--- src/hdl/tsq_pkg.sv ---
`default_nettype none
package tsq_pkg;

   // Table geometry and field widths
   localparam int SLOTS         = 6;
   localparam int TIME_BITS     = 16;
   localparam int TASK_BITS     = 8;
   localparam int SLOT_IDX_BITS = (SLOTS > 1) ? $clog2(SLOTS) : 1;
   localparam int CNT_MIN_BITS  = $clog2(SLOTS + 1);
   localparam int CNT_BITS      = (CNT_MIN_BITS > 3) ? CNT_MIN_BITS : 3;
   localparam int OCC_BITS      = 3;

   // Command codes
   localparam logic CMD_PUSH  = 1'b0;
   localparam logic CMD_CHECK = 1'b1;

   typedef logic [TIME_BITS-1:0]     time_type;
   typedef logic [TASK_BITS-1:0]     task_type;
   typedef logic [SLOT_IDX_BITS-1:0] slot_idx_type;
   typedef logic [CNT_BITS-1:0]      cnt_type;

   // Operation handed to the slot table
   typedef struct packed {
      logic     valid;
      logic     cmd;
      time_type now;
      time_type due;
      task_type task_id;
   } tsq_op_type;

   // Outcome reported by the slot table
   typedef struct packed {
      logic     placed;
      logic     dropped;
      logic     fired;
      task_type fired_task;
   } tsq_status_type;

   // Due time: wrapped sum, plus one on wrap, never zero
   function automatic time_type make_due(time_type now, time_type offset);
      logic [TIME_BITS:0] sum;
      time_type           due;
      sum = {1'b0, now} + {1'b0, offset};
      due = sum[TIME_BITS-1:0] + time_type'(sum[TIME_BITS]);
      if (due == '0) begin
         due = time_type'(1);
      end
      return due;
   endfunction

endpackage
`default_nettype wire

--- src/hdl/tsq_slot_table.sv ---
`default_nettype none
module tsq_slot_table
   import tsq_pkg::*;
(
   input  wire logic           clock,
   input  wire logic           reset,
   input  wire tsq_op_type     op,
   output      tsq_status_type status
);

   time_type     due_ff  [SLOTS];
   task_type     task_ff [SLOTS];

   logic         free_found;
   slot_idx_type free_idx;
   logic         match_found;
   slot_idx_type match_idx;
   logic         do_push;
   logic         do_fire;

   // Find the lowest free slot and the lowest due slot
   always_comb begin
      free_found  = 1'b0;
      free_idx    = '0;
      match_found = 1'b0;
      match_idx   = '0;
      for (int i = SLOTS - 1; i >= 0; i--) begin
         if (due_ff[i] == '0) begin
            free_found = 1'b1;
            free_idx   = slot_idx_type'(i);
         end
         if (due_ff[i] != '0 && due_ff[i] == op.now) begin
            match_found = 1'b1;
            match_idx   = slot_idx_type'(i);
         end
      end
   end

   assign do_push = op.valid && op.cmd == CMD_PUSH && free_found;
   assign do_fire = op.valid && op.cmd == CMD_CHECK && match_found;

   // Report the outcome of this request
   always_comb begin
      status.placed     = do_push;
      status.dropped    = op.valid && op.cmd == CMD_PUSH && !free_found;
      status.fired      = do_fire;
      status.fired_task = do_fire ? task_ff[match_idx] : '0;
   end

   // Occupy on push, free on fire
   always_ff @(posedge clock) begin
      if (reset) begin
         for (int i = 0; i < SLOTS; i++) begin
            due_ff[i] <= '0;
         end
      end else if (do_push) begin
         due_ff[free_idx] <= op.due;
      end else if (do_fire) begin
         due_ff[match_idx] <= '0;
      end
   end

   // Task ids are written with the push and need no reset
   always_ff @(posedge clock) begin
      if (do_push) begin
         task_ff[free_idx] <= op.task_id;
      end
   end

   a_push_fire_exclusive: assert property (@(posedge clock) disable iff (reset)
      !(do_push && do_fire))
      else $error("push and fire in one request");

   a_push_fills_slot: assert property (@(posedge clock) disable iff (reset)
      do_push |=> due_ff[$past(free_idx)] != '0)
      else $error("pushed slot still reads free");

   a_fire_frees_slot: assert property (@(posedge clock) disable iff (reset)
      do_fire |=> due_ff[$past(match_idx)] == '0)
      else $error("fired slot not freed");

endmodule
`default_nettype wire

--- src/hdl/timed_task_slot_queue_top.sv ---
// Timed task slot queue: a small table of tasks, each waiting for its due time.
// Request channel (req_valid / req_stall): req_cmd selects push or check; every
// request carries the current time in req_now_time. A push stores req_task_id
// in the lowest free slot, due at now plus req_delay_offset; a full table drops
// the push and flags it. A check fires the lowest slot due at now, returns its
// task id and frees the slot.
// Response channel (rsp_valid / rsp_stall): one response per request, with the
// fired flag and task, the drop flag, and the current and peak occupancy.
// A request passes the input register, then the result register, before
// rsp_valid. Throughput: one request per cycle while responses are taken, set
// by the combinational compare and priority pick across all slots in the table.
// A stalled response holds in the result register; the request in the input
// register then waits and req_stall rises until the response is taken.
// Reset clears every slot, both counts and both valid flags.
`default_nettype none
module timed_task_slot_queue_top
   import tsq_pkg::*;
(
   input  wire logic                 clock,
   input  wire logic                 reset,
   input  wire logic                 req_valid,
   output      logic                 req_stall,
   input  wire logic                 req_cmd,
   input  wire logic [TIME_BITS-1:0] req_now_time,
   input  wire logic [TIME_BITS-1:0] req_delay_offset,
   input  wire logic [TASK_BITS-1:0] req_task_id,
   output      logic                 rsp_valid,
   input  wire logic                 rsp_stall,
   output      logic                 rsp_fired,
   output      logic [TASK_BITS-1:0] rsp_fired_task,
   output      logic                 rsp_push_dropped,
   output      logic [OCC_BITS-1:0]  rsp_occupancy,
   output      logic [OCC_BITS-1:0]  rsp_peak_occupancy
);

   logic           in_valid_ff;
   logic           in_cmd_ff;
   time_type       in_now_ff;
   time_type       in_offset_ff;
   task_type       in_task_ff;

   logic           out_valid_ff;
   logic           out_fired_ff;
   task_type       out_task_ff;
   logic           out_dropped_ff;
   logic [OCC_BITS-1:0] out_occ_ff;
   logic [OCC_BITS-1:0] out_peak_ff;

   cnt_type        count_ff;
   cnt_type        count_in;
   cnt_type        peak_ff;
   cnt_type        peak_in;

   logic           out_free;
   logic           advance;
   logic           accept;
   tsq_op_type     op;
   tsq_status_type status;

   // Advance when the result register is empty or being drained
   assign out_free  = !out_valid_ff || !rsp_stall;
   assign advance   = in_valid_ff && out_free;
   assign req_stall = in_valid_ff && !out_free;
   assign accept    = req_valid && !req_stall;

   // Hold the accepted request
   always_ff @(posedge clock) begin
      if (reset) begin
         in_valid_ff <= 1'b0;
      end else if (accept) begin
         in_valid_ff <= 1'b1;
      end else if (advance) begin
         in_valid_ff <= 1'b0;
      end
   end

   always_ff @(posedge clock) begin
      if (accept) begin
         in_cmd_ff    <= req_cmd;
         in_now_ff    <= req_now_time;
         in_offset_ff <= req_delay_offset;
         in_task_ff   <= req_task_id;
      end
   end

   // Build the table operation
   always_comb begin
      op.valid   = advance;
      op.cmd     = in_cmd_ff;
      op.now     = in_now_ff;
      op.due     = make_due(in_now_ff, in_offset_ff);
      op.task_id = in_task_ff;
   end

   tsq_slot_table u_slot_table (
      .clock  (clock),
      .reset  (reset),
      .op     (op),
      .status (status)
   );

   // Advance occupancy and track its peak
   always_comb begin
      count_in = count_ff + cnt_type'(status.placed) - cnt_type'(status.fired);
      peak_in  = (count_in > peak_ff) ? count_in : peak_ff;
   end

   always_ff @(posedge clock) begin
      if (reset) begin
         count_ff <= '0;
         peak_ff  <= '0;
      end else if (advance) begin
         count_ff <= count_in;
         peak_ff  <= peak_in;
      end
   end

   // Hold the response until taken
   always_ff @(posedge clock) begin
      if (reset) begin
         out_valid_ff <= 1'b0;
      end else if (advance) begin
         out_valid_ff <= 1'b1;
      end else if (!rsp_stall) begin
         out_valid_ff <= 1'b0;
      end
   end

   always_ff @(posedge clock) begin
      if (advance) begin
         out_fired_ff   <= status.fired;
         out_task_ff    <= status.fired_task;
         out_dropped_ff <= status.dropped;
         out_occ_ff     <= count_in[OCC_BITS-1:0];
         out_peak_ff    <= peak_in[OCC_BITS-1:0];
      end
   end

   assign rsp_valid          = out_valid_ff;
   assign rsp_fired          = out_fired_ff;
   assign rsp_fired_task     = out_task_ff;
   assign rsp_push_dropped   = out_dropped_ff;
   assign rsp_occupancy      = out_occ_ff;
   assign rsp_peak_occupancy = out_peak_ff;

   a_count_bounded: assert property (@(posedge clock) disable iff (reset)
      count_ff <= cnt_type'(SLOTS))
      else $error("occupancy beyond table size");

   a_peak_covers_count: assert property (@(posedge clock) disable iff (reset)
      peak_ff >= count_ff)
      else $error("peak below occupancy");

   a_fire_drops_count: assert property (@(posedge clock) disable iff (reset)
      advance && status.fired |=> count_ff == $past(count_ff) - cnt_type'(1))
      else $error("fire did not lower occupancy");

   a_drop_only_when_full: assert property (@(posedge clock) disable iff (reset)
      advance && status.dropped |-> count_ff == cnt_type'(SLOTS))
      else $error("push dropped with a free slot");

endmodule
`default_nettype wire

--- config.mk ---
export PLATFORM = sky130hd
export DESIGN_NAME = timed_task_slot_queue_top
export DESIGN_NICKNAME = d
export VERILOG_FILES = /design/src/hdl/tsq_pkg.sv /design/src/hdl/tsq_slot_table.sv /design/src/hdl/timed_task_slot_queue_top.sv
export SDC_FILE = /design/constraint.sdc
export NUM_CORES = 1
export LEC_CHECK = 0
export ABC_AREA = 1
export BUFFER_PORTS_ARGS = -buffer_cell sky130_fd_sc_hd__buf_2
export CORE_MARGIN = 2
export CORE_UTILIZATION = 55
export DETAILED_ROUTE_END_ITERATION = 10
export MAX_ROUTING_LAYER = met4
export PLACE_DENSITY = 0.73
export SLEW_MARGIN = 10
export SYNTH_ARGS = -nofsm -noshare
export SYNTH_HDL_FRONTEND = slang
export SYNTH_SLANG_ARGS = --single-unit
export TNS_END_PERCENT = 10
--- constraint.sdc ---
create_clock -name clock -period 9.8 [get_ports clock]
set_input_delay 2.45 -clock clock [delete_from_list [all_inputs] [get_ports clock]]
set_output_delay 2.45 -clock clock [all_outputs]
set_load 0.1 [all_outputs]
==> summary.txt, run 1 <==
Route
  – Violation count after the first detailed-route iteration: 827
  – Drt wl/cell: 17.75 microns
  – ANT nets after route: 0
  – Metal-1 WL: 12,250 microns
  – Vias: 9,120
  – Met3 routed WL: 2403 microns
  – DR DRC count: 0
  – WL final: 29,210 microns
  – DR WL met2: 13,410 microns
  – Top Metal Used: met4
  – Via-per-instance ratio: 5.541
  – TritonRoute pass-1 iters: 5

Worst setup path
  – Worst path required time: 10.20 ns
  – CP arrival: 7.00 ns
  – Critical path class: in2reg
  – Crit end category: flip-flop
  – CP delay by family, top: simple AND/OR/NAND/NOR gates
  – Worst Path Max Fanout: 21
  – Buf/Inv on CP: 5
  – Crit path largest cell delay: 0.79 ns
  – Most used cell, CP: inv_1
  – CP cell instances: buf_2 -> nand2_1 -> inv_1 -> nor2_2 -> inv_1 -> nor2_1 -> nand2_4 -> ha_1 -> inv_1 -> ha_1 -> fa_1 -> xnor2_1 -> xor2_1 -> ha_1 -> nand2_1 -> nor2_1 -> nor2_1 -> a32oi_1 -> o21ai_0 -> o21ai_0 -> inv_1
  – Worst R2R Path Depth: 28
  – Worst setup SP type: input pin
  – Max stage delay cell, worst path: nor2_2
  – Crit path depth: 21

Yosys
  – Adder-cell share of the synthesized area: 2.717%
  – Post-Synth Simple-Gate Area: 31.76%
  – Synth Instances: 1,291
  – Sequential area share after synthesis: 51.35%
  – Synth async-reset ratio: 0%
  – Most frequent cell after synthesis: nand2_1
  – Most instantiated cells after synthesis: 274 x nand2_1, 201 x edfxtp_1, 140 x inv_1
  – Synth Cell Area: 12,070 sq um
  – EDFF count, synth: 201
  – Mapped Nets: 1,361
  – Synth area leaders: edfxtp_1 50%, nand2_1 8.5%, nand3_1 4.4%
  – Post-synthesis compound-gate area fraction: 2.509%
  – Largest family of logic cells by synthesized area: simple AND/OR/NAND/NOR gates
  – Synth Register Bits: 209
  – Top_reg_cell synth: edfxtp_1
  – Xor and xnor area share after synthesis: 4.791%
  – Syn avg cell area: 9.347 sq um
  – Ys Warns: 0
  – Yosys top cell area share: 50.02%
  – Synth area leader: edfxtp_1
  – Unique masters post-synth: 51
  – Multiplexer share of the synthesized area: 0%

Clocking
  – Setup bufs post-CTS: 0
  – TritonCTS clock tree: yes
  – CTS resizes: 0
  – Num CTS Buffers: 22
  – Root Buffer: clkbuf_16
  – Clk_lat worst skew: 0.52 ns
  – Max Buffers Root-to-Sink: 3
  – Clock-pin transition on the worst setup and hold timing paths: 0.06 ns
  – Htree depth: 1
  – Clock sinks: 209
  – Post-CTS Hold Buffers: 0

STA
  – Fin crit share: 67.34%
  – Setup violators final: 0
  – Setup tns final: 0 ns
  – Final Slew Violations: 0
  – Slew at the pin closest to its max-slew limit: 1.145 ns
  – Final hold violations: 0
  – RSZ-0062 raised after global routing: false
  – Crit path time final: 6.599 ns
  – Clk_skew: 0.01596 ns
  – F_max: 0.1515 GHz
  – Slew HR: 23.25%

Final layout
  – P&R area growth vs syn: 9.778%
  – Fill cell count: 1,760
  – Fraction of layout instances using a drive strength above 1: 18.37%
  – Final Cell Area: 13,250 sq um
  – # diodes: 0
  – Final net count: 1,420

GRT
  – Initial antenna violation count: 0
  – Overflow after GRT: 0
  – Largest net degree at the start of global routing: 42
  – GRT Util Overall: 25.94%
  – First-pass GRT wire length: 45,530 microns
  – Vias in the first global route: 8,679

Placed design
  – DP Area: 12,530 sq um
  – Routability cong.: 0.8854
  – DP HPWL: 21,230 microns
  – Port bufs: 62

Pwr
  – Leak: 5.506 nW
  – Int Power: 1.581 mW
  – Switching power: 562.1 uW
  – Clock Power Share: 38.5%
  – Max IR drop VDD: 0.0001487 V
  – Power Total: 2.143 mW
  – Pwr dens: 161.8 nW/um^2
  – Combinational Power Share: 12.6%
  – Sequential share of power: 48.9%
  – Sw frac: 26.23%

Die
  – Die ar.: 23,140 sq um
  – Ports: 63
  – Std-Cell Rows: 54
  – Effective utilization at floorplan: 55.64%
  – Die height: 152.1 microns
  – Die width: 152.1 microns
  – Core area: 21,690 sq um

Hold path
  – Type of the tightest min-delay check: reg2reg
  – Hold Path Stages: 2

Outcome
  – Status: completed

Flow run
  – Max Cap Viol: 0
-- cell usage in the layout (no fill, tap or decap), types with 24 or more instances in the layout --
cell type	instances
nand2_1	274
edfxtp_1	201
inv_1	140
nor2_1	136
nand3_1	107
buf_2	62
xnor2_1	52
nand4_1	46
nor2_2	37
nand2_2	34
a21oi_1	24
-- power by group through the flow --
| stage | registers [mW] | clock network, mW | logic (mW) |
|---|---|---|---|
| 2_1_floorplan | 1.07 | 0 | 0.202 |
| 3_3_place_gp | 1.07 | 0 | 0.263 |
| 3_5_place_dp | 1.07 | 0 | 0.269 |
| 4_1_cts | 1.05 | 0.827 | 0.270 |
| 5_1_grt | 1.05 | 0.861 | 0.302 |
| 6_report | 1.05 | 0.824 | 0.270 |
-- cell families (layout without fill, tap and decap cells) --
group           Yosys count  count (layout)
flops                   209             209
xor+xnor                 66              66
buf+inv                 192             267
compound gates           49              49
fa+ha+maj                25              25
simple gates            750             750
-- metal layers --
layer	vias up	global-route usage, %
met2	372	41.03
met3	80	3.394
met4	0	10.15
li1	4426	-
met1	4242	34.34
met5	-	-
-- path summary, 6_finish.rpt --
check / from / endpoint / slack (ns)
hold / removal: in_valid_ff$_SDFFE_PP0P_ / rsp_valid$_SDFFE_PP0P_ / 0.50
setup / recovery: rsp_stall / peak_ff[1]$_SDFFE_PP0P_ / 3.20
setup reg to reg: in_now_ff[0]$_DFFE_PP_ / u_slot_table.due_ff[2][7]$_SDFFCE_PN0P_ / 4.44
hold reg to reg: in_valid_ff$_SDFFE_PP0P_ / rsp_valid$_SDFFE_PP0P_ / 0.50
-- layout make-up --
type | instances | area (sq um) | area share, %
Timing Repair Buffer | 64 | 325.3 | 2.456
Clock inverter | 16 | 133.9 | 1.011
Multi-Input combinational cell | 890 | 5046 | 38.09
Clock buffer | 24 | 579.3 | 4.373
Tap cell | 280 | 350.3 | 2.645
Inverter | 163 | 615.6 | 4.647
Sequential cell | 209 | 6196 | 46.77
-- sequential cells by signal, summed over array words and instances, names as in the netlist --
signal	flops
u_slot_table.due_ff	96
u_slot_table.task_ff	48
in_now_ff	16
in_offset_ff	16
in_task_ff	8
rsp_fired_task	8
count_ff	3
peak_ff	3
rsp_occupancy	3
rsp_peak_occupancy	3
in_cmd_ff	1
in_valid_ff	1
rsp_fired	1
rsp_push_dropped	1
rsp_valid	1
-- worst reg2reg max path: cells and delay by family, from the launching register on --
family / cells / cell delay, ns
adders and majority gates: 4 / 1.17
buffers and inverters: 3 / 0.25
DFF: 1 / 0.76
and+or+nand+nor: 19 / 2.66
AOI/OAI and AO/OA: 2 / 0.35
-- metrics by stage --
step,hold WS (ns),utilization (%),cells,worst slack [ns]
floorplan,0.4748,-,1291,3.495
global route,0.5374,61.08,1646,2.584
global placement,0.5007,57.79,1606,2.796
finish,0.5031,61.08,1646,3.201
detailed placement,0.5079,57.79,1606,2.678
CTS,0.5099,61.08,1646,3.177
Note: power is estimated with default switching activity, not from simulation.
==> inputs of run 2 (changes only) <==
--- a/config.mk
+++ b/config.mk
@@ -5,7 +5,7 @@
 export SDC_FILE = /design/constraint.sdc
 export NUM_CORES = 1
 export LEC_CHECK = 0
-export ABC_AREA = 1
+export ABC_AREA = 0
 export BUFFER_PORTS_ARGS = -buffer_cell sky130_fd_sc_hd__buf_2
 export CORE_MARGIN = 2
 export CORE_UTILIZATION = 55
==> constraint.sdc (replaced) <==
create_clock -name clock -period 6.39 [get_ports clock]
set_input_delay 1.5975 -clock clock [delete_from_list [all_inputs] [get_ports clock]]
set_output_delay 1.5975 -clock clock [all_outputs]
set_load 0.1 [all_outputs]
==> run 2 against run 1 <==
Effect of this change: combinational power is 30% higher; flip-flop and latch count stayed put; hold slack worse by 0.020 ns; critical endpoint is now u_slot_table.due_ff[2][8]$_SDFFCE_PN0P_; highest routed layer unchanged.
==> summary.txt, run 2 <==
Yosys
  – Synth async-reset ratio: 0% (unchanged)
  – Yosys top cell area share: 54.42% (+4.4 points)
  – Synth area leader: edfxtp_1
  – Sequential area share after synthesis: 55.87% (+4.5 points)
  – Synth Register Bits: 209 (unchanged)
  – Syn avg cell area: 11.96 sq um (+28%)
  – Synth Instances: 927 (-28%)
  – Synth area leaders: edfxtp_1 54%, xnor2_1 6.1%, nor2_1 3.7%
  – Synth Cell Area: 11,090 sq um (-8.1%)
  – Top_reg_cell synth: edfxtp_1
  – Ys Warns: 0 (unchanged)
  – EDFF count, synth: 201 (unchanged)
  – Mapped Nets: 997 (-27%)
  – Unique masters post-synth: 77 (+51%)
  – Most frequent cell after synthesis: edfxtp_1
  – Most instantiated cells after synthesis: 201 x edfxtp_1, 108 x nor2_1, 77 x xnor2_1

STA
  – Hold_ws: 0.4828 ns (-0.02029 ns)
  – Clk_skew: 0.01128 ns (-0.004676 ns)
  – Fin crit share: 87.11%
  – Slew HR: 24.83% (+1.6 points)
  – Final Slew Violations: 0 (unchanged)
  – Final hold violations: 0 (unchanged)
  – F_max: 0.1796 GHz
  – Crit path time final: 5.567 ns
  – Slew at the pin closest to its max-slew limit: 1.118 ns (-0.02679 ns)
  – RSZ-0062 raised after global routing: false
  – Setup violators final: 0 (unchanged)
  – Setup tns final: 0 ns (unchanged)
  – Post-route worst setup slack: 0.8234 ns (-2.377 ns)

Final layout
  – P&R area growth vs syn: 11.24%
  – Max FFs per register: 96 (unchanged)
  – # diodes: 0 (unchanged)
  – Biggest regs: u_slot_table.due_ff (96), u_slot_table.task_ff (48)
  – Commonest non-fill, non-tap cell in the layout: edfxtp_1
  – Final Cell Area: 12,340 sq um (-6.9%)
  – Commonest cells after routing, fill and taps aside: 201 x edfxtp_1, 108 x nor2_1, 77 x xnor2_1, 62 x buf_2, 47 x nand2_1
  – Fraction of layout instances using a drive strength above 1: 16.77% (-1.6 points)
  – Top reg by flops: u_slot_table.due_ff
  – Final net count: 1,050 (-26%)

Die
  – Core area: 19,650 sq um (-9.4%)
  – Ports: 63 (unchanged)
  – Die height: 146 microns (-4.0%)
  – Effective utilization at floorplan: 56.43% (+0.79 points)
  – Die ar.: 21,320 sq um (-7.9%)
  – Std-Cell Rows: 51 (-5.6%)
  – Die width: 146 microns (-4.0%)

Route
  – ANT nets after route: 0 (unchanged)
  – TritonRoute pass-1 iters: 5 (unchanged)
  – Violation count after the first detailed-route iteration: 583 (-30%)
  – Vias: 7,556 (-17%)
  – WL final: 27,680 microns (-5.3%)
  – Via-per-instance ratio: 5.992 (+8.1%)
  – DR DRC count: 0 (unchanged)
  – Drt wl/cell: 21.95 microns (+24%)

Clocking
  – Clk_lat worst skew: 0.51 ns (about the same)
  – Clock-pin transition on the worst setup and hold timing paths: 0.06 ns (about the same)
  – Htree depth: 1 (unchanged)
  – Post-CTS Hold Buffers: 0 (unchanged)
  – Root Buffer: clkbuf_16
  – TritonCTS clock tree: yes
  – Num CTS Buffers: 22 (unchanged)
  – Setup bufs post-CTS: 0 (unchanged)
  – Max Buffers Root-to-Sink: 3 (unchanged)
  – Clock sinks: 209 (unchanged)
  – CTS resizes: 0 (unchanged)

Worst setup path
  – CP arrival: 5.79 ns (-1.21 ns)
  – Critical path class: reg2reg
  – Crit end category: flip-flop
  – Worst setup SP type: flip-flop
  – Worst Path Max Fanout: 12 (-43%)
  – Worst path required time: 6.62 ns (-3.58 ns)

GRT
  – First-pass GRT wire length: 41,990 microns (-7.8%)
  – Vias in the first global route: 7,417 (-15%)
  – Met2 GRT Util: 41.93% (+0.90 points)
  – Met3 usage: 4.577% (+1.2 points)
  – Largest net degree at the start of global routing: 35 (-17%)
  – Overflow after GRT: 0 (unchanged)
  – GRT Max-Usage Layer: met2
  – GRT Util Overall: 26.57% (+0.63 points)
  – Initial antenna violation count: 0 (unchanged)
  – Met1 Track Usage GR: 34.39% (+0.050 points)

Pwr
  – Pwr dens: 261.5 nW/um^2 (+62%)
  – Leak: 4.459 nW (-19%)
  – Power Total: 3.226 mW (+51%)
  – Max IR drop VDD: 0.0002431 V (+63%)

Placed design
  – DP HPWL: 19,150 microns (-9.8%)
  – Port bufs: 62 (unchanged)
  – Routability cong.: 0.9623 (+8.7%)
  – DP Area: 11,610 sq um (-7.3%)
  – Post-Place Setup Slack: 0.8337 ns (-1.844 ns)

Outcome
  – Status: completed

Hold path
  – Type of the tightest min-delay check: reg2reg

Flow run
  – Max Cap Viol: 0 (unchanged)
==> run 2: report_power, final <==
group / switching, mW / internal (mW) / total, mW / leakage, nW
combinational: 0.220 / 0.130 / 0.350 / 2.07
clock: 0.514 / 0.762 / 1.28 / 0.349
sequential: 0.0555 / 1.54 / 1.60 / 2.04
==> run 2: layer usage <==
metal | up-vias | share of wire (%)
met5 | - | 0
met4 | 0 | 4.3
met3 | 84 | 7.9
met2 | 350 | 47
met1 | 3572 | 41
li1 | 3550 | -
==> run 2: stage by stage <==
stage | utilization [%] | cells
after floorplan | - | 927
after CTS | 62.77 | 1261
final | 62.77 | 1261
after detailed placement | 59.09 | 1221
after global placement | 59.09 | 1221
after global routing | 62.77 | 1261
==> run 2: layout make-up <==
class,instances,area [sq um]
Inverter,38,142.6
Tap cell,265,331.6
Clock inverter,10,101.3
Multi-Input combinational cell,637,4558
Clock buffer,30,621.8
Sequential cell,209,6196
Fill cell,1596,7317
Timing Repair Buffer,72,385.4
==> run 2: final timing paths <==
check                                 from  slack, ns                                 endpoint  depth (start not counted)
hold reg to reg   in_valid_ff$_SDFFE_PP0P_       0.48                   rsp_valid$_SDFFE_PP0P_                          2
hold / removal    in_valid_ff$_SDFFE_PP0P_       0.48                   rsp_valid$_SDFFE_PP0P_                          2
setup / recovery    in_now_ff[0]$_DFFE_PP_       0.82  u_slot_table.due_ff[2][8]$_SDFFCE_PN0P_                         20
setup reg to reg    in_now_ff[0]$_DFFE_PP_       0.82  u_slot_table.due_ff[2][8]$_SDFFCE_PN0P_                         20
==> run 2: kinds of logic after synthesis <==
group	Yosys count	synth area share, %
simple gates	338	16.23
flops	209	55.87
fa+ha+maj	25	2.956
mux	43	4.163
buf+inv	81	3.283
compound gates	110	7.943
xor+xnor	121	9.556
==> run 2: critical path, cell delays in order (launching register included) <==
cell and delay [ns]:
edfxtp_1 0.65, ha_1 0.34, inv_1 0.08, fa_1 0.41, and2b_1 0.25, o221a_2 0.22, o22a_1 0.19, o21a_1 0.18
o21a_1 0.12, o21ai_0 0.07, nand2b_1 0.08, a21o_1 0.14, ha_1 0.17, ha_1 0.23, nand2_1 0.12, or4_1 0.65
nor4_4 0.32, nand4_1 0.18, o21ba_4 0.25, o31ai_4 0.52, nor2_1 0.12
